<file path="config.mk">
export PLATFORM = sky130hd
export DESIGN_NAME = icmpv6_ndp_message_parser
export DESIGN_NICKNAME = d
export VERILOG_FILES = /design/src/sv/ndp_pkg.sv /design/src/sv/icmpv6_ndp_message_parser.sv /design/src/sv/ndp_ram.sv /design/src/sv/ndp_datapath.sv /design/src/sv/ndp_ctrl.sv
export SDC_FILE = /design/constraint.sdc
export NUM_CORES = 2
export LEC_CHECK = 0
export BUFFER_PORTS_ARGS = -buffer_cell sky130_fd_sc_hd__buf_2
export CAP_MARGIN = 20
export CORE_AREA = 2 2 411 413
export CTS_BUF_LIST = sky130_fd_sc_hd__clkbuf_4 sky130_fd_sc_hd__clkbuf_8
export DETAILED_ROUTE_END_ITERATION = 6
export DIE_AREA = 0 0 413 415
export PLACE_DENSITY = 0.81
export SETUP_SLACK_MARGIN = 0.15
export SYNTH_ARGS = -nofsm -noshare
export SYNTH_HDL_FRONTEND = slang
export SYNTH_SLANG_ARGS = --single-unit
</file>
<file path="constraint.sdc">
create_clock -name aclk -period 4.94 [get_ports aclk]
set_input_delay 0.988 -clock aclk [delete_from_list [all_inputs] [get_ports aclk]]
set_output_delay 0.988 -clock aclk [all_outputs]
set_load 0.1 [all_outputs]
</file>
<file path="src/sv/ndp_pkg.sv">
package ndp_pkg;

    localparam int FIX_DEPTH = 56;
    localparam int FIX_AW    = 6;
    localparam int BODY_SLOT = 30;
    localparam logic [15:0] BYTE_LIMIT = 16'hFFFF;
    localparam logic [15:0] MIN_LEN    = 16'd8;

    // record kinds
    localparam logic [4:0] K_HDR     = 5'd0;
    localparam logic [4:0] K_ECHO_ID = 5'd1;
    localparam logic [4:0] K_ECHO_SQ = 5'd2;
    localparam logic [4:0] K_TARGET  = 5'd3;
    localparam logic [4:0] K_NA_FLG  = 5'd4;
    localparam logic [4:0] K_RA_HOP  = 5'd5;
    localparam logic [4:0] K_RA_LIFE = 5'd6;
    localparam logic [4:0] K_RA_REACH = 5'd7;
    localparam logic [4:0] K_RA_RETX = 5'd8;
    localparam logic [4:0] K_RD_DST  = 5'd9;
    localparam logic [4:0] K_PTB_MTU = 5'd10;
    localparam logic [4:0] K_EMB_NH  = 5'd11;
    localparam logic [4:0] K_EMB_SRC = 5'd12;
    localparam logic [4:0] K_EMB_DST = 5'd13;
    localparam logic [4:0] K_EMB_PRT = 5'd14;
    localparam logic [4:0] K_PAYLEN  = 5'd15;
    localparam logic [4:0] K_OPT_HDR = 5'd16;
    localparam logic [4:0] K_OPT_LLA = 5'd17;
    localparam logic [4:0] K_OPT_PFL = 5'd18;
    localparam logic [4:0] K_OPT_LIF = 5'd19;
    localparam logic [4:0] K_OPT_PFX = 5'd20;
    localparam logic [4:0] K_OPT_MTU = 5'd21;
    localparam logic [4:0] K_END     = 5'd23;

    // status codes
    localparam logic [2:0] ST_OK     = 3'd0;
    localparam logic [2:0] ST_SHORT  = 3'd1;
    localparam logic [2:0] ST_TRUNC  = 3'd2;
    localparam logic [2:0] ST_BADLEN = 3'd3;
    localparam logic [2:0] ST_OVER   = 3'd4;

    // message types
    localparam logic [7:0] T_UNREACH = 8'd1;
    localparam logic [7:0] T_PTB     = 8'd2;
    localparam logic [7:0] T_TIMEX   = 8'd3;
    localparam logic [7:0] T_PARAM   = 8'd4;
    localparam logic [7:0] T_ECHO_RQ = 8'd128;
    localparam logic [7:0] T_ECHO_RP = 8'd129;
    localparam logic [7:0] T_RS      = 8'd133;
    localparam logic [7:0] T_RA      = 8'd134;
    localparam logic [7:0] T_NS      = 8'd135;
    localparam logic [7:0] T_NA      = 8'd136;
    localparam logic [7:0] T_RD      = 8'd137;

    // option types
    localparam logic [7:0] O_SRC_LLA = 8'd1;
    localparam logic [7:0] O_TGT_LLA = 8'd2;
    localparam logic [7:0] O_PREFIX  = 8'd3;
    localparam logic [7:0] O_MTU     = 8'd5;

    // value sources
    localparam logic [2:0] SRC_NONE = 3'd0;
    localparam logic [2:0] SRC_FIX  = 3'd1;
    localparam logic [2:0] SRC_BODY = 3'd2;
    localparam logic [2:0] SRC_LEN  = 3'd3;
    localparam logic [2:0] SRC_OPT  = 3'd4;

    // value register operations
    localparam logic [2:0] VOP_HOLD  = 3'd0;
    localparam logic [2:0] VOP_CLR   = 3'd1;
    localparam logic [2:0] VOP_SHIFT = 3'd2;
    localparam logic [2:0] VOP_LEN   = 3'd3;
    localparam logic [2:0] VOP_OPT   = 3'd4;

    // entries of the record program
    localparam logic [4:0] E_OPT = 5'd20;
    localparam logic [4:0] E_END = 5'd21;
    localparam logic [2:0] J_DONE = 3'd7;

    typedef struct packed {
        logic [4:0] kind;
        logic [2:0] src;
        logic [5:0] off;
        logic [3:0] nbytes;
    } rec_ent_t;

    typedef struct packed {
        logic       take;
        logic       clear;
        logic [2:0] vop;
        logic [2:0] src;
        logic [3:0] opt_sel;
    } dp_cmd_t;

    typedef struct packed {
        logic [7:0] msg_type;
        logic       gt8;
        logic       ge16;
        logic       ge24;
        logic       ge40;
        logic       ge48;
        logic       ge56;
        logic       nh_port;
        logic [2:0] status;
        logic [3:0] opt_count;
        logic [7:0] opt_kind;
        logic [7:0] opt_units;
    } dp_stat_t;

    function automatic logic [5:0] list_start(input logic [7:0] t);
        logic [5:0] s;
        case (t)
            T_NS, T_NA: s = 6'd24;
            T_RS:       s = 6'd8;
            T_RA:       s = 6'd16;
            T_RD:       s = 6'd40;
            default:    s = 6'd0;
        endcase
        return s;
    endfunction

    function automatic rec_ent_t msg_entry(input logic [4:0] e);
        rec_ent_t r;
        unique case (e)
            5'd0:    r = '{K_HDR,     SRC_FIX, 6'd0,  4'd4};
            5'd1:    r = '{K_ECHO_ID, SRC_FIX, 6'd4,  4'd2};
            5'd2:    r = '{K_ECHO_SQ, SRC_FIX, 6'd6,  4'd2};
            5'd3:    r = '{K_NA_FLG,  SRC_FIX, 6'd4,  4'd4};
            5'd4:    r = '{K_TARGET,  SRC_FIX, 6'd8,  4'd8};
            5'd5:    r = '{K_TARGET,  SRC_FIX, 6'd16, 4'd8};
            5'd6:    r = '{K_RA_HOP,  SRC_FIX, 6'd4,  4'd2};
            5'd7:    r = '{K_RA_LIFE, SRC_FIX, 6'd6,  4'd2};
            5'd8:    r = '{K_RA_REACH, SRC_FIX, 6'd8, 4'd4};
            5'd9:    r = '{K_RA_RETX, SRC_FIX, 6'd12, 4'd4};
            5'd10:   r = '{K_RD_DST,  SRC_FIX, 6'd24, 4'd8};
            5'd11:   r = '{K_RD_DST,  SRC_FIX, 6'd32, 4'd8};
            5'd12:   r = '{K_PTB_MTU, SRC_FIX, 6'd4,  4'd4};
            5'd13:   r = '{K_EMB_NH,  SRC_FIX, 6'd14, 4'd1};
            5'd14:   r = '{K_EMB_SRC, SRC_FIX, 6'd16, 4'd8};
            5'd15:   r = '{K_EMB_SRC, SRC_FIX, 6'd24, 4'd8};
            5'd16:   r = '{K_EMB_DST, SRC_FIX, 6'd32, 4'd8};
            5'd17:   r = '{K_EMB_DST, SRC_FIX, 6'd40, 4'd8};
            5'd18:   r = '{K_EMB_PRT, SRC_FIX, 6'd48, 4'd4};
            5'd19:   r = '{K_PAYLEN,  SRC_LEN, 6'd0,  4'd0};
            default: r = '{K_END,     SRC_NONE, 6'd0, 4'd0};
        endcase
        return r;
    endfunction

    function automatic rec_ent_t opt_entry(input logic [2:0] j);
        rec_ent_t r;
        unique case (j)
            3'd0:    r = '{K_OPT_HDR, SRC_OPT,  6'd0,  4'd0};
            3'd1:    r = '{K_OPT_LLA, SRC_BODY, 6'd0,  4'd6};
            3'd2:    r = '{K_OPT_PFL, SRC_BODY, 6'd0,  4'd2};
            3'd3:    r = '{K_OPT_LIF, SRC_BODY, 6'd2,  4'd8};
            3'd4:    r = '{K_OPT_PFX, SRC_BODY, 6'd14, 4'd8};
            3'd5:    r = '{K_OPT_PFX, SRC_BODY, 6'd22, 4'd8};
            3'd6:    r = '{K_OPT_MTU, SRC_BODY, 6'd2,  4'd4};
            default: r = '{K_END,     SRC_NONE, 6'd0,  4'd0};
        endcase
        return r;
    endfunction

endpackage

</file>
<file path="src/sv/icmpv6_ndp_message_parser.sv">
// ICMPv6 / NDP message parser.
// Input channel s_: one message byte per item (s_data_byte), s_last_byte on the
// final byte. Bytes are taken at one per cycle while a message streams in.
// Result channel m_: 64-bit tagged records (m_record_kind, m_option_index,
// m_record_value), released after the final byte and closed by an end record
// with m_last_record set and m_parse_status holding the outcome.
// Records are released after the final byte. The controller walks the record
// program step by step, skipping steps that do not apply, and every stored byte
// comes through the registered read port of the fix or body ram (S_READ, S_WAIT).
// At most 6 + 5*MAX_OPTIONS records per message.
// While records are being emitted s_ready is low; the next message is taken
// once the end record is accepted. A stall on m_ready holds the current record.
// Reset (aresetn, synchronous) clears counters and the controller; the byte
// rams need no clearing, entries are only read after being written.
module icmpv6_ndp_message_parser #(
    parameter int MAX_OPTIONS = 8
) (
    input  logic        aclk,
    input  logic        aresetn,
    input  logic        s_valid,
    output logic        s_ready,
    input  logic [7:0]  s_data_byte,
    input  logic        s_last_byte,
    output logic        m_valid,
    input  logic        m_ready,
    output logic [4:0]  m_record_kind,
    output logic [3:0]  m_option_index,
    output logic [63:0] m_record_value,
    output logic [2:0]  m_parse_status,
    output logic        m_last_record
);
    import ndp_pkg::*;

    localparam int BA_W = $clog2(BODY_SLOT * MAX_OPTIONS);
    localparam int AW = (BA_W > FIX_AW) ? BA_W : FIX_AW;

    dp_cmd_t  cmd;
    dp_stat_t stat;
    logic [AW-1:0] rd_addr;

    ndp_ctrl #(.MAX_OPTIONS(MAX_OPTIONS), .AW(AW)) u_ctrl (
        .aclk        (aclk),
        .aresetn     (aresetn),
        .s_valid     (s_valid),
        .s_ready     (s_ready),
        .s_last_byte (s_last_byte),
        .m_valid     (m_valid),
        .m_ready     (m_ready),
        .cmd         (cmd),
        .rd_addr     (rd_addr),
        .stat        (stat),
        .rec_kind    (m_record_kind),
        .rec_index   (m_option_index),
        .rec_last    (m_last_record)
    );

    ndp_datapath #(.MAX_OPTIONS(MAX_OPTIONS), .AW(AW)) u_dp (
        .aclk        (aclk),
        .aresetn     (aresetn),
        .cmd         (cmd),
        .rd_addr     (rd_addr),
        .s_data_byte (s_data_byte),
        .stat        (stat),
        .value       (m_record_value)
    );

    assign m_parse_status = m_last_record ? stat.status : ST_OK;

`ifndef ASSERT_OFF
    a_no_overlap: assert property (@(posedge aclk) disable iff (!aresetn)
        !(s_ready && m_valid))
        else $error("input taken while a record is pending");
    a_end_kind: assert property (@(posedge aclk) disable iff (!aresetn)
        m_valid && m_last_record |-> m_record_kind == K_END)
        else $error("end record with wrong kind");
    a_opt_index: assert property (@(posedge aclk) disable iff (!aresetn)
        m_valid && m_option_index != 4'd0 |-> m_record_kind >= K_OPT_HDR)
        else $error("option index on a message record");
    a_end_then_rx: assert property (@(posedge aclk) disable iff (!aresetn)
        m_valid && m_ready && m_last_record |=> s_ready && !m_valid)
        else $error("parser not idle after end record");
`endif
endmodule

</file>
<file path="src/sv/ndp_ram.sv">
module ndp_ram #(
    parameter int W = 8,
    parameter int D = 56
) (
    input  logic                 aclk,
    input  logic                 we,
    input  logic [$clog2(D)-1:0] waddr,
    input  logic [W-1:0]         wdata,
    input  logic [$clog2(D)-1:0] raddr,
    output logic [W-1:0]         rdata
);
    logic [W-1:0] mem [D];

    always_ff @(posedge aclk) begin
        if (we) begin
            mem[waddr] <= wdata;
        end
        rdata <= mem[raddr];
    end
endmodule

</file>
<file path="src/sv/ndp_datapath.sv">
module ndp_datapath #(
    parameter int MAX_OPTIONS = 8,
    parameter int AW = 8
) (
    input  logic             aclk,
    input  logic             aresetn,
    input  ndp_pkg::dp_cmd_t cmd,
    input  logic [AW-1:0]    rd_addr,
    input  logic [7:0]       s_data_byte,
    output ndp_pkg::dp_stat_t stat,
    output logic [63:0]      value
);
    import ndp_pkg::*;

    localparam int BODY_DEPTH = BODY_SLOT * MAX_OPTIONS;
    localparam int BA_W = $clog2(BODY_DEPTH);
    localparam int OI_W = (MAX_OPTIONS > 1) ? $clog2(MAX_OPTIONS) : 1;

    logic [15:0] cnt_reg, cnt_next;
    logic [10:0] off_reg, off_next;
    logic [10:0] size_reg, size_next;
    logic [3:0]  ocnt_reg, ocnt_next;
    logic [BA_W-1:0] obase_reg, obase_next;
    logic [2:0]  err_reg, err_next;
    logic [7:0]  type_reg, type_next;
    logic [7:0]  nh_reg, nh_next;
    logic [63:0] val_reg, val_next;
    logic [7:0]  kind_st [MAX_OPTIONS];
    logic [7:0]  units_st [MAX_OPTIONS];

    logic fix_we, body_we, kind_we, units_we, room;
    logic [10:0] k;
    logic [5:0]  start;
    logic [7:0]  fix_rd, body_rd;
    logic [BA_W-1:0] body_waddr;
    logic [2:0]  status;

    assign room = ocnt_reg < 4'(MAX_OPTIONS);
    assign k = off_reg - 11'd2;
    assign body_waddr = obase_reg + k[BA_W-1:0];
    assign start = list_start(type_reg);

    always_comb begin
        cnt_next = cnt_reg;
        off_next = off_reg;
        size_next = size_reg;
        ocnt_next = ocnt_reg;
        obase_next = obase_reg;
        err_next = err_reg;
        type_next = type_reg;
        nh_next = nh_reg;
        fix_we = 1'b0;
        body_we = 1'b0;
        kind_we = 1'b0;
        units_we = 1'b0;
        if (cmd.clear) begin
            cnt_next = '0;
            off_next = '0;
            size_next = '0;
            ocnt_next = '0;
            obase_next = '0;
            err_next = ST_OK;
        end else if (cmd.take) begin
            if (cnt_reg == BYTE_LIMIT) begin
                err_next = ST_OVER;
            end else begin
                fix_we = cnt_reg < 16'(FIX_DEPTH);
                if (cnt_reg == 16'd0) begin
                    type_next = s_data_byte;
                end
                if (cnt_reg == 16'd14) begin
                    nh_next = s_data_byte;
                end
                if (cnt_reg != 16'd0 && err_reg == ST_OK && start != 6'd0
                        && cnt_reg >= {10'd0, start}) begin
                    // option list walk
                    if (off_reg == 11'd0) begin
                        kind_we = room;
                        size_next = '0;
                        off_next = 11'd1;
                    end else if (off_reg == 11'd1) begin
                        if (s_data_byte == 8'd0) begin
                            err_next = ST_BADLEN;
                        end else begin
                            units_we = room;
                            size_next = {s_data_byte, 3'b000};
                            off_next = 11'd2;
                        end
                    end else begin
                        body_we = room && (k < 11'(BODY_SLOT));
                        off_next = off_reg + 11'd1;
                        if (off_reg + 11'd1 >= size_reg) begin
                            off_next = '0;
                            if (room) begin
                                ocnt_next = ocnt_reg + 4'd1;
                                obase_next = obase_reg + BA_W'(BODY_SLOT);
                            end
                        end
                    end
                end
                cnt_next = cnt_reg + 16'd1;
            end
        end
    end

    always_comb begin
        val_next = val_reg;
        case (cmd.vop)
            VOP_CLR:   val_next = '0;
            VOP_SHIFT: val_next = {val_reg[55:0], (cmd.src == SRC_BODY) ? body_rd : fix_rd};
            VOP_LEN:   val_next = {48'd0, cnt_reg - MIN_LEN};
            VOP_OPT:   val_next = {48'd0, stat.opt_kind, stat.opt_units};
            default:   val_next = val_reg;
        endcase
    end

    always_comb begin
        if (err_reg == ST_OVER) begin
            status = ST_OVER;
        end else if (cnt_reg < MIN_LEN) begin
            status = ST_SHORT;
        end else if (err_reg != ST_OK) begin
            status = err_reg;
        end else if (start != 6'd0 && off_reg != 11'd0) begin
            status = (off_reg == 11'd1) ? ST_TRUNC : ST_BADLEN;
        end else begin
            status = ST_OK;
        end
    end

    always_ff @(posedge aclk) begin
        if (!aresetn) begin
            cnt_reg <= '0;
            off_reg <= '0;
            size_reg <= '0;
            ocnt_reg <= '0;
            obase_reg <= '0;
            err_reg <= ST_OK;
        end else begin
            cnt_reg <= cnt_next;
            off_reg <= off_next;
            size_reg <= size_next;
            ocnt_reg <= ocnt_next;
            obase_reg <= obase_next;
            err_reg <= err_next;
        end
    end

    always_ff @(posedge aclk) begin
        type_reg <= type_next;
        nh_reg <= nh_next;
        val_reg <= val_next;
        if (kind_we) begin
            kind_st[ocnt_reg[OI_W-1:0]] <= s_data_byte;
        end
        if (units_we) begin
            units_st[ocnt_reg[OI_W-1:0]] <= s_data_byte;
        end
    end

    ndp_ram #(.W(8), .D(FIX_DEPTH)) u_fix_ram (
        .aclk  (aclk),
        .we    (fix_we),
        .waddr (cnt_reg[FIX_AW-1:0]),
        .wdata (s_data_byte),
        .raddr (rd_addr[FIX_AW-1:0]),
        .rdata (fix_rd)
    );

    ndp_ram #(.W(8), .D(BODY_DEPTH)) u_body_ram (
        .aclk  (aclk),
        .we    (body_we),
        .waddr (body_waddr),
        .wdata (s_data_byte),
        .raddr (rd_addr[BA_W-1:0]),
        .rdata (body_rd)
    );

    always_comb begin
        stat.msg_type = type_reg;
        stat.gt8 = cnt_reg > 16'd8;
        stat.ge16 = cnt_reg >= 16'd16;
        stat.ge24 = cnt_reg >= 16'd24;
        stat.ge40 = cnt_reg >= 16'd40;
        stat.ge48 = cnt_reg >= 16'd48;
        stat.ge56 = cnt_reg >= 16'd56;
        stat.nh_port = (nh_reg == 8'd6) || (nh_reg == 8'd17);
        stat.status = status;
        stat.opt_count = ocnt_reg;
        stat.opt_kind = kind_st[cmd.opt_sel[OI_W-1:0]];
        stat.opt_units = units_st[cmd.opt_sel[OI_W-1:0]];
    end

    assign value = val_reg;
endmodule

</file>
<file path="src/sv/ndp_ctrl.sv">
module ndp_ctrl #(
    parameter int MAX_OPTIONS = 8,
    parameter int AW = 8
) (
    input  logic              aclk,
    input  logic              aresetn,
    input  logic              s_valid,
    output logic              s_ready,
    input  logic              s_last_byte,
    output logic              m_valid,
    input  logic              m_ready,
    output ndp_pkg::dp_cmd_t  cmd,
    output logic [AW-1:0]     rd_addr,
    input  ndp_pkg::dp_stat_t stat,
    output logic [4:0]        rec_kind,
    output logic [3:0]        rec_index,
    output logic              rec_last
);
    import ndp_pkg::*;

    localparam int BA_W = $clog2(BODY_SLOT * MAX_OPTIONS);

    localparam logic [2:0] S_RX   = 3'd0;
    localparam logic [2:0] S_SCAN = 3'd1;
    localparam logic [2:0] S_READ = 3'd2;
    localparam logic [2:0] S_WAIT = 3'd3;
    localparam logic [2:0] S_OUT  = 3'd4;

    logic [2:0] state_reg, state_next;
    logic [4:0] e_reg, e_next;
    logic [2:0] j_reg, j_next;
    logic [3:0] oi_reg, oi_next;
    logic [BA_W-1:0] base_reg, base_next;
    logic [4:0] kind_reg, kind_next;
    logic [3:0] idx_reg, idx_next;
    logic       last_reg, last_next;
    logic [2:0] src_reg, src_next;
    logic [AW-1:0] addr_reg, addr_next;
    logic [3:0] left_reg, left_next;

    rec_ent_t me, oe;
    logic msg_en, sub_en, is_echo, is_err, is_other;
    logic [7:0] t;

    assign t = stat.msg_type;
    assign me = msg_entry(e_reg);
    assign oe = opt_entry(j_reg);
    assign is_echo = (t == T_ECHO_RQ) || (t == T_ECHO_RP);
    assign is_err = (t == T_UNREACH) || (t == T_PTB) || (t == T_TIMEX) || (t == T_PARAM);
    assign is_other = !is_echo && !is_err && list_start(t) == 6'd0;

    always_comb begin
        unique case (e_reg)
            5'd0:           msg_en = 1'b1;
            5'd1, 5'd2:     msg_en = is_echo;
            5'd3:           msg_en = (t == T_NA) && stat.ge24;
            5'd4, 5'd5:     msg_en = (((t == T_NS) || (t == T_NA)) && stat.ge24)
                                     || ((t == T_RD) && stat.ge40);
            5'd6, 5'd7, 5'd8, 5'd9: msg_en = (t == T_RA) && stat.ge16;
            5'd10, 5'd11:   msg_en = (t == T_RD) && stat.ge40;
            5'd12:          msg_en = t == T_PTB;
            5'd13, 5'd14, 5'd15, 5'd16, 5'd17: msg_en = is_err && stat.ge48;
            5'd18:          msg_en = is_err && stat.ge56 && stat.nh_port;
            5'd19:          msg_en = stat.gt8 && (is_echo || is_err || is_other);
            default:        msg_en = 1'b0;
        endcase
    end

    always_comb begin
        unique case (j_reg)
            3'd0:                   sub_en = 1'b1;
            3'd1:                   sub_en = (stat.opt_kind == O_SRC_LLA)
                                             || (stat.opt_kind == O_TGT_LLA);
            3'd2, 3'd3, 3'd4, 3'd5: sub_en = (stat.opt_kind == O_PREFIX)
                                             && (stat.opt_units >= 8'd4);
            3'd6:                   sub_en = stat.opt_kind == O_MTU;
            default:                sub_en = 1'b0;
        endcase
    end

    always_comb begin
        state_next = state_reg;
        e_next = e_reg;
        j_next = j_reg;
        oi_next = oi_reg;
        base_next = base_reg;
        kind_next = kind_reg;
        idx_next = idx_reg;
        last_next = last_reg;
        src_next = src_reg;
        addr_next = addr_reg;
        left_next = left_reg;
        cmd.take = 1'b0;
        cmd.clear = 1'b0;
        cmd.vop = VOP_HOLD;
        cmd.src = src_reg;
        cmd.opt_sel = oi_reg;
        unique case (state_reg)
            S_RX: begin
                cmd.take = s_valid;
                if (s_valid && s_last_byte) begin
                    state_next = S_SCAN;
                    e_next = '0;
                    j_next = '0;
                    oi_next = '0;
                    base_next = '0;
                end
            end
            S_SCAN: begin
                if (stat.status != ST_OK || e_reg == E_END) begin
                    kind_next = K_END;
                    idx_next = '0;
                    last_next = 1'b1;
                    cmd.vop = VOP_CLR;
                    state_next = S_OUT;
                end else if (e_reg == E_OPT) begin
                    if (oi_reg >= stat.opt_count) begin
                        e_next = E_END;
                    end else if (j_reg == J_DONE) begin
                        oi_next = oi_reg + 4'd1;
                        j_next = '0;
                        base_next = base_reg + BA_W'(BODY_SLOT);
                    end else if (sub_en) begin
                        kind_next = oe.kind;
                        idx_next = oi_reg;
                        last_next = 1'b0;
                        src_next = oe.src;
                        if (oe.src == SRC_OPT) begin
                            cmd.vop = VOP_OPT;
                            state_next = S_OUT;
                        end else begin
                            cmd.vop = VOP_CLR;
                            addr_next = AW'(base_reg) + AW'(oe.off);
                            left_next = oe.nbytes;
                            state_next = S_READ;
                        end
                    end else begin
                        j_next = j_reg + 3'd1;
                    end
                end else if (msg_en) begin
                    kind_next = me.kind;
                    idx_next = '0;
                    last_next = 1'b0;
                    src_next = me.src;
                    if (me.src == SRC_LEN) begin
                        cmd.vop = VOP_LEN;
                        state_next = S_OUT;
                    end else begin
                        cmd.vop = VOP_CLR;
                        addr_next = AW'(me.off);
                        left_next = me.nbytes;
                        state_next = S_READ;
                    end
                end else begin
                    e_next = e_reg + 5'd1;
                end
            end
            S_READ: begin
                state_next = S_WAIT;
            end
            S_WAIT: begin
                // read data from the ram lands now
                cmd.vop = VOP_SHIFT;
                addr_next = addr_reg + AW'(1);
                left_next = left_reg - 4'd1;
                state_next = (left_reg == 4'd1) ? S_OUT : S_READ;
            end
            S_OUT: begin
                if (m_ready) begin
                    if (last_reg) begin
                        cmd.clear = 1'b1;
                        state_next = S_RX;
                    end else begin
                        if (e_reg == E_OPT) begin
                            j_next = j_reg + 3'd1;
                        end else begin
                            e_next = e_reg + 5'd1;
                        end
                        state_next = S_SCAN;
                    end
                end
            end
            default: begin
                state_next = S_RX;
            end
        endcase
    end

    always_ff @(posedge aclk) begin
        if (!aresetn) begin
            state_reg <= S_RX;
            e_reg <= '0;
            j_reg <= '0;
            oi_reg <= '0;
            base_reg <= '0;
            last_reg <= 1'b0;
            left_reg <= '0;
        end else begin
            state_reg <= state_next;
            e_reg <= e_next;
            j_reg <= j_next;
            oi_reg <= oi_next;
            base_reg <= base_next;
            last_reg <= last_next;
            left_reg <= left_next;
        end
    end

    always_ff @(posedge aclk) begin
        kind_reg <= kind_next;
        idx_reg <= idx_next;
        src_reg <= src_next;
        addr_reg <= addr_next;
    end

    assign s_ready = state_reg == S_RX;
    assign m_valid = state_reg == S_OUT;
    assign rd_addr = addr_reg;
    assign rec_kind = kind_reg;
    assign rec_index = idx_reg;
    assign rec_last = last_reg;

`ifndef ASSERT_OFF
    a_read_has_bytes: assert property (@(posedge aclk) disable iff (!aresetn)
        state_reg == S_WAIT |-> left_reg != 4'd0)
        else $error("byte read with no bytes left");
    a_opt_index_bound: assert property (@(posedge aclk) disable iff (!aresetn)
        m_valid && kind_reg >= K_OPT_HDR && !last_reg |-> idx_reg < 4'(MAX_OPTIONS))
        else $error("option record beyond the store");
    a_out_held: assert property (@(posedge aclk) disable iff (!aresetn)
        m_valid && !m_ready |=> m_valid && $stable(kind_reg) && $stable(idx_reg)
            && $stable(last_reg))
        else $error("record changed while stalled");
`endif
endmodule
</file>
[Word level (Yosys, flattened, before mapping)]
Memories as Yosys holds them, arrays and structs flattened. A register that Yosys moved wholly into a read port is not among the register bits.
Index checks and enable logic that the tools add are counted.
W data, S select, Z words.
Cells by class
  add/sub/neg operators: 14
  order comparisons: 14
  eq/ne operators: 92
  muxes and demuxes: 155
  bitwise gates (word level): 6
  reduce and logical (&&, ||, !) cells: 75
Operators with widths (number)
  $pmux W64 S4: 1
  $mux W3: 46
  $mux W8: 14
  $pmux W16 S7: 1
  $mux W11: 7
  $mux W5: 15
  $mux W4: 18
  $eq A8 B8 Y1 const B: 7
  $ge A16 B6 Y1 const B: 3
  $mux W1: 41
  $eq A5 B4 Y1 const B: 8
  $eq A8 B2 Y1 const B: 4
  $ge A16 B5 Y1 const B: 2
  $pmux W8 S2: 2
  $eq A5 B5 Y1 const B: 6
  $eq A3 B2 Y1 const B: 8
  $eq A3 B3 Y1 const B: 8
  $eq A8 B3 Y1 const B: 3
  $pmux W6 S4: 1
  $eq A5 B3 Y1 const B: 4
  $ne A3 B3 Y1 const B: 6
  $reduce_and A6 Y1: 3
  $logic_and A1 B1 Y1: 17
  $add A16 B1 Y16 const B: 1
  other kinds (68): 130
Word-level totals
  flip-flop bits (word level): 181
  RAM bits: 2496
  bits in read-only memories: 512
  output and inout bits: 79
  word-level logic and storage cells: 381
  memories kept: 5
Memory list
  u_dp.u_body_ram.mem: depth 240, width 8, rd ports 1, clocked after memory_dff 1, wr ports 1, line ndp_ram.sv:12  | logic [W-1:0] mem [D];
  (name not given): depth 32, width 16, rd ports 1, clocked after memory_dff 1, wr ports 0, line ndp_pkg.sv:123  | unique case (e)
  u_dp.u_fix_ram.mem: depth 56, width 8, rd ports 1, clocked after memory_dff 1, wr ports 1, line ndp_ram.sv:12
  u_dp.kind_st: depth 8, width 8, rd ports 1, clocked after memory_dff 1, wr ports 1, line ndp_datapath.sv:28  | logic [7:0] kind_st [MAX_OPTIONS];
  u_dp.units_st: depth 8, width 8, rd ports 1, clocked after memory_dff 1, wr ports 1, line ndp_datapath.sv:29  | logic [7:0] units_st [MAX_OPTIONS];

[Depth between registers and ports, before layout]
  word-level depth: 16
  gate-level depth with buffers: 17
  gate-level depth less buffers: 16

[By module]
From an unflattened synthesis, not the netlist that was laid out.
Unflattened totals
  cells, all modules: 5768
  area total of the unflattened synthesis: 109346.1 sq um
By module, submodules not included
  ndp_ram (u_dp.u_body_ram): times used 1, cells each 3481, area an instance 75313.5 sq um, seq. area each 57815.4 sq um
  ndp_ram (u_dp.u_fix_ram): times used 1, cells each 875, area an instance 17857.1 sq um, seq. area each 13613.1 sq um
  ndp_datapath: times used 1, cells each 879, area an instance 11745.0 sq um, seq. area each 7206.9 sq um
  ndp_ctrl: times used 1, cells each 530, area an instance 4411.7 sq um, seq. area each 1461.4 sq um
  icmpv6_ndp_message_parser: times used 1, cells each 3, area an instance 18.8 sq um, seq. area each 0.0 sq um

[Worst setup path before layout]
Ideal clock, no wire load.
  path type: register to register
  from: reg u_ctrl.state_reg[0]
  to: mem u_dp.u_body_ram.mem[208][0], enable pin
  setup time: 0.370 ns
  data arrival time: 4.959 ns
  data required time: 4.570 ns
  slack: -0.390 ns
  stages on the path, launching flop included: 13
  buffers on the path: 3
  cell sequence: dfxtp_1 -> clkbuf_1 -> nor3_1 -> and2_1 -> clkbuf_1 -> o21ai_1 -> nor2_1 -> and3_1 -> nand2_1 -> nor3_1 -> nand2_1 -> clkbuf_1 -> nor2_1
On the way
  longest elaborated chain between the ends: 6
RTL lines
  start, declared: line ndp_ctrl.sv:29  | logic [2:0] state_reg, state_next;
  start signal, assigned: line ndp_ctrl.sv:199  | state_reg <= state_next;
  $logic_not A3 Y1
  net s_ready: line icmpv6_ndp_message_parser.sv:21  | output logic s_ready,
  $mux W1: line ndp_ctrl.sv:98  | unique case (state_reg)
  $mux W1: line ndp_datapath.sv:63  | end else if (cmd.take) begin
  $mux W1: line ndp_datapath.sv:56  | if (cmd.clear) begin
  $mux W1: line ndp_ram.sv:15  | if (we) begin
  $mux W1 (implied by the code): line ndp_ram.sv:16  | mem[waddr] <= wdata;
  end, declared: line ndp_ram.sv:12
The timed path passes the listed nets, and every way through them passes these cells.

[Worst setup path in the final report]
  from: reg u_dp.type_reg[0]
  to: mem u_dp.u_body_ram.mem[154][5], enable pin
On the way
  longest elaborated chain between the ends: 12
RTL lines
  start, declared: line ndp_datapath.sv:25  | logic [7:0] type_reg, type_next;
  start signal, assigned: line ndp_datapath.sv:150  | type_reg <= type_next;
  $eq A8 B8 Y1: line ndp_pkg.sv:111  | case (t)
  $reduce_or A2 Y1: line ndp_pkg.sv:111
  $pmux W6 S4 (*): line ndp_pkg.sv:111
  branches (longest 2 deep; another with $ge A16 B6 Y1)
  $logic_and A1 B1 Y1 (*): line ndp_datapath.sv:75  | && cnt_reg >= {10'd0, start}) begin
  $mux W1 (*): line ndp_datapath.sv:74  | if (cnt_reg != 16'd0 && err_reg == ST_OK && start != 6'd0
  $mux W1 (*): line ndp_datapath.sv:64  | if (cnt_reg == BYTE_LIMIT) begin
  $mux W1 (*): line ndp_datapath.sv:63
  $mux W1 (*): line ndp_datapath.sv:56
  $mux W1 (*): line ndp_ram.sv:15
  $mux W1 (implied by the code) (*): line ndp_ram.sv:16
Every way passes the cells marked *.

==> flow_summary.ini <==
[sta]
period_share = 0.957
slew_headroom = -0.200
max_freq_mhz = 211
period_needed_ns = 4.73
drv_slew = 76
setup_violations = 0
worst_pin_slew_ns = 1.80
fin_skew_ns = 0.0803
rsz0062_at_grt = true
setup_tns_ns = 0
hold_viol = 0

[layout]
nets = 5750
fillers = 8902
area_delta_synth_final_pct = 11.6
largest_reg_flops = 1920
top_register = u_dp.u_body_ram.mem
top_regs = u_dp.u_body_ram.mem (1920), u_dp.u_fix_ram.mem (448)
fin_cells = 8199
layout-drive-gt1-share = 0.323

[critical_path]
reg2reg_from = u_dp.type_reg[0]
r2r-end = u_dp.u_body_ram.mem[154][5]
start_kind = flip-flop
crit_required_ns = 5.65
critPathArrivalTime_ns = 5.44
crit_path_end_kind = flip-flop
critPathMaxFanout = 10
reg2reg_depth = 13
path_class = flip-flop to flip-flop
worst-r2r-setup-slack_ns = 0.21

[yosys]
yosysTopAreaCellShare = 0.723
yosys-top-cells-area = edfxtp_1 (72%), mux4_2 (17%), dfxtp_1 (2.0%)
synth_compound_area_frac = 0.0173
yosysTopAreaCell = edfxtp_1
seq_area_frac_synth = 0.744
synthArstFlopShare = 0
synth_xor_area_frac = 0.00496
syn_inst = 5219
synth_fa_ha_area_frac = 0.00780
ys_types = 87
synth_mux_area_frac = 0.174
synth_top_family_by_area = multiplexers
synth-edff-count = 2596
synth_simple_gate_area_frac = 0.0387
synthFlopType = edfxtp_1
syn_nets = 5298
yosysWarnings = 0
synth_area_per_cell_um2 = 20.6
netlist_area_um2 = 108000
synth-seq-cells = 2706

[power]
irDropWorstVdd_uv = 406
seqPwrFrac = 0.562
clkPwrFrac = 0.407
p_per_area_nw_per_um2 = 375
pwr-share-comb = 0.032
p_switching_mw = 9.86
cell_internal_pwr_mw = 35.2
p_leak_nw = 38.8
power.total_mw = 45.1
p_sw_frac = 0.219

[job]
maxCapViolations = 0

[clock_network]
cts_buffer_depth = 4
cts_buffers = 422
h-tree-depth = 5
cts.sinks = 2706
clock_latency_ns = 1.11
post_cts_buffers = 0
cts-root-buf = clkbuf_8
cts_tree = yes
clk_pin_slew_ns = 0.06
ctsResizeCount = 0
cts_hold_buf = 0

[drt]
route.detailed.drc = 0
dr.pass1.iters = 6
wire_per_inst_um = 32.3
first_iter_violations = 8759
vias = 56722
wirelength_um = 265000
via_per_inst = 6.92
antenna_left = 0

[worst_hold_path]
hold_path_class = primary input to flip-flop
min_path_cells = 1
hold-path-endpoint = u_dp.u_body_ram.mem[183][5]
worst_hold_startpoint = s_data_byte[5]

[floorplan]
num_rows = 150
die_w_um = 413
die_area_um2 = 171000
start_util = 0.647
ioPinCount = 92
die_h_um = 415
core_um2 = 167000

[global_routing]
grt_max_degree = 199
grt_pass1_vias = 56248
grt.total_usage = 0.312
antenna_found_initial = 7
gr-total-overflow = 0
grt_pass1_wl_um = 386000

[status]
status = finished with violations
violations = slew limit

[placed_design]
post-place-cells = 7450
dp_hpwl_um = 162000
numPortBuffers = 91
gp_congestion = 0.929
-- cell usage after synthesis (61+ instances only) --
cell      instances
edfxtp_1       2596
mux4_2          806
nor2_1          422
clkbuf_1        194
nand2_1         137
dfxtp_1         110
a21oi_1          76
buf_1            76
and3_1           64
ha_1             64
nand3_1          61
-- logic make-up (layout without fill, tap and decap cells) --
family / Yosys count / in the layout
adders and majority gates: 66 / 66
DFF: 2706 / 2706
AOI/OAI and AO/OA: 278 / 278
buffers and inverters: 356 / 1129
muxes: 866 / 866
other: 0 / 3
xor gates and xnor gates: 61 / 61
and+or+nand+nor: 886 / 886
-- how the worst max path moves through the flow --
stage | from | end | cells after the start
after floorplan | u_ctrl.state_reg[0] | u_dp.u_body_ram.mem[208][0] | 12
after global placement | u_dp.type_reg[0] | u_dp.u_body_ram.mem[102][2] | 13
after detailed placement | u_dp.type_reg[0] | u_dp.u_body_ram.mem[102][3] | 13
after CTS | u_dp.type_reg[0] | u_dp.u_body_ram.mem[102][0] | 13
after global routing | u_dp.off_reg[2] | u_dp.u_body_ram.mem[128][1] | 12
final | u_dp.type_reg[0] | u_dp.u_body_ram.mem[154][5] | 13
-- layer usage --
layer  vias up  routed length [um]  global-route usage
li1      22535                   -                   -
met1     28972               95600               0.451
met2      4582              126000               0.478
met3       627               32100              0.0699
met4         6               10500               0.115
met5         -                  46                   0
-- power groups by stage --
stage	Clock [mW]	Combinational (mW)	Sequential, mW
floorplan	0	0.400	26.2
global placement	0	1.38	25.8
detailed placement	0	1.41	25.8
CTS	18.5	1.41	25.3
global route	19.4	1.50	25.3
finish	18.3	1.43	25.3
-- cells in the final DEF, fill, tap and decap left out, types with 17 or more instances in the layout --
| master | netlist | layout |
|---|---|---|
| and3_1 | 64 | 64 |
| clkinv_2 | 0 | 62 |
| buf_2 | 22 | 82 |
| o21ai_0 | 56 | 56 |
| clkbuf_8 | 0 | 435 |
| clkbuf_4 | 1 | 118 |
| nor2_2 | 1 | 97 |
| nand2_1 | 137 | 137 |
| xnor2_1 | 30 | 30 |
| mux2i_1 | 30 | 30 |
| a21oi_1 | 76 | 76 |
| mux2_2 | 29 | 29 |
| a31oi_1 | 17 | 17 |
| buf_12 | 0 | 20 |
| ha_1 | 64 | 64 |
| xor2_1 | 31 | 31 |
| dfxtp_1 | 110 | 109 |
| nand4_1 | 17 | 17 |
| nor3_1 | 37 | 36 |
| edfxtp_1 | 2596 | 2596 |
| or3_1 | 25 | 25 |
| nor2b_1 | 20 | 19 |
| nor2_1 | 422 | 325 |
| buf_4 | 0 | 212 |
| nand3_1 | 61 | 61 |
| clkinv_1 | 1 | 107 |
| inv_1 | 56 | 56 |
| mux4_2 | 806 | 806 |
-- per-stage QoR --
stage | hold WS [ns] | utilization | worst slack [ns] | cell area, um^2
2_1_floorplan | 0.432 | - | 0.566 | 108000
3_3_place_gp | 0.439 | 0.671 | 0.312 | 112000
3_5_place_dp | 0.453 | 0.671 | 0.194 | 112000
4_1_cts | 0.194 | 0.720 | 0.166 | 120000
5_1_grt | 0.225 | 0.722 | 0.000996 | 120000
6_report | 0.279 | 0.722 | 0.210 | 120000
-- area by class of cell --
type | instances | area, um^2 | share of cell area
Clock buffer | 552 | 6870 | 0.0571
Sequential cell | 2706 | 80200 | 0.666
Tap cell | 2204 | 2760 | 0.0229
Timing Repair Buffer | 324 | 2560 | 0.0213
Antenna cell | 3 | 7.51 | 0.0000624
Clock inverter | 193 | 1220 | 0.0102
Multi-Input combinational cell | 2157 | 26500 | 0.220
Inverter | 60 | 225 | 0.00187
-- critical path, stage by stage, from the launching register on --
cell and delay, ns:
edfxtp_1 0.52, or2_2 0.35, or3b_2 0.43, a21o_1 0.19, ha_1 0.26, a21boi_0 0.18, o21a_1 0.15, o211a_1 0.26
and3_1 0.43, nand2_1 0.14, nor3_1 0.40, nand2_1 0.14, buf_4 0.29, nor2_1 0.61
Power figures use the tool's default switching activity.
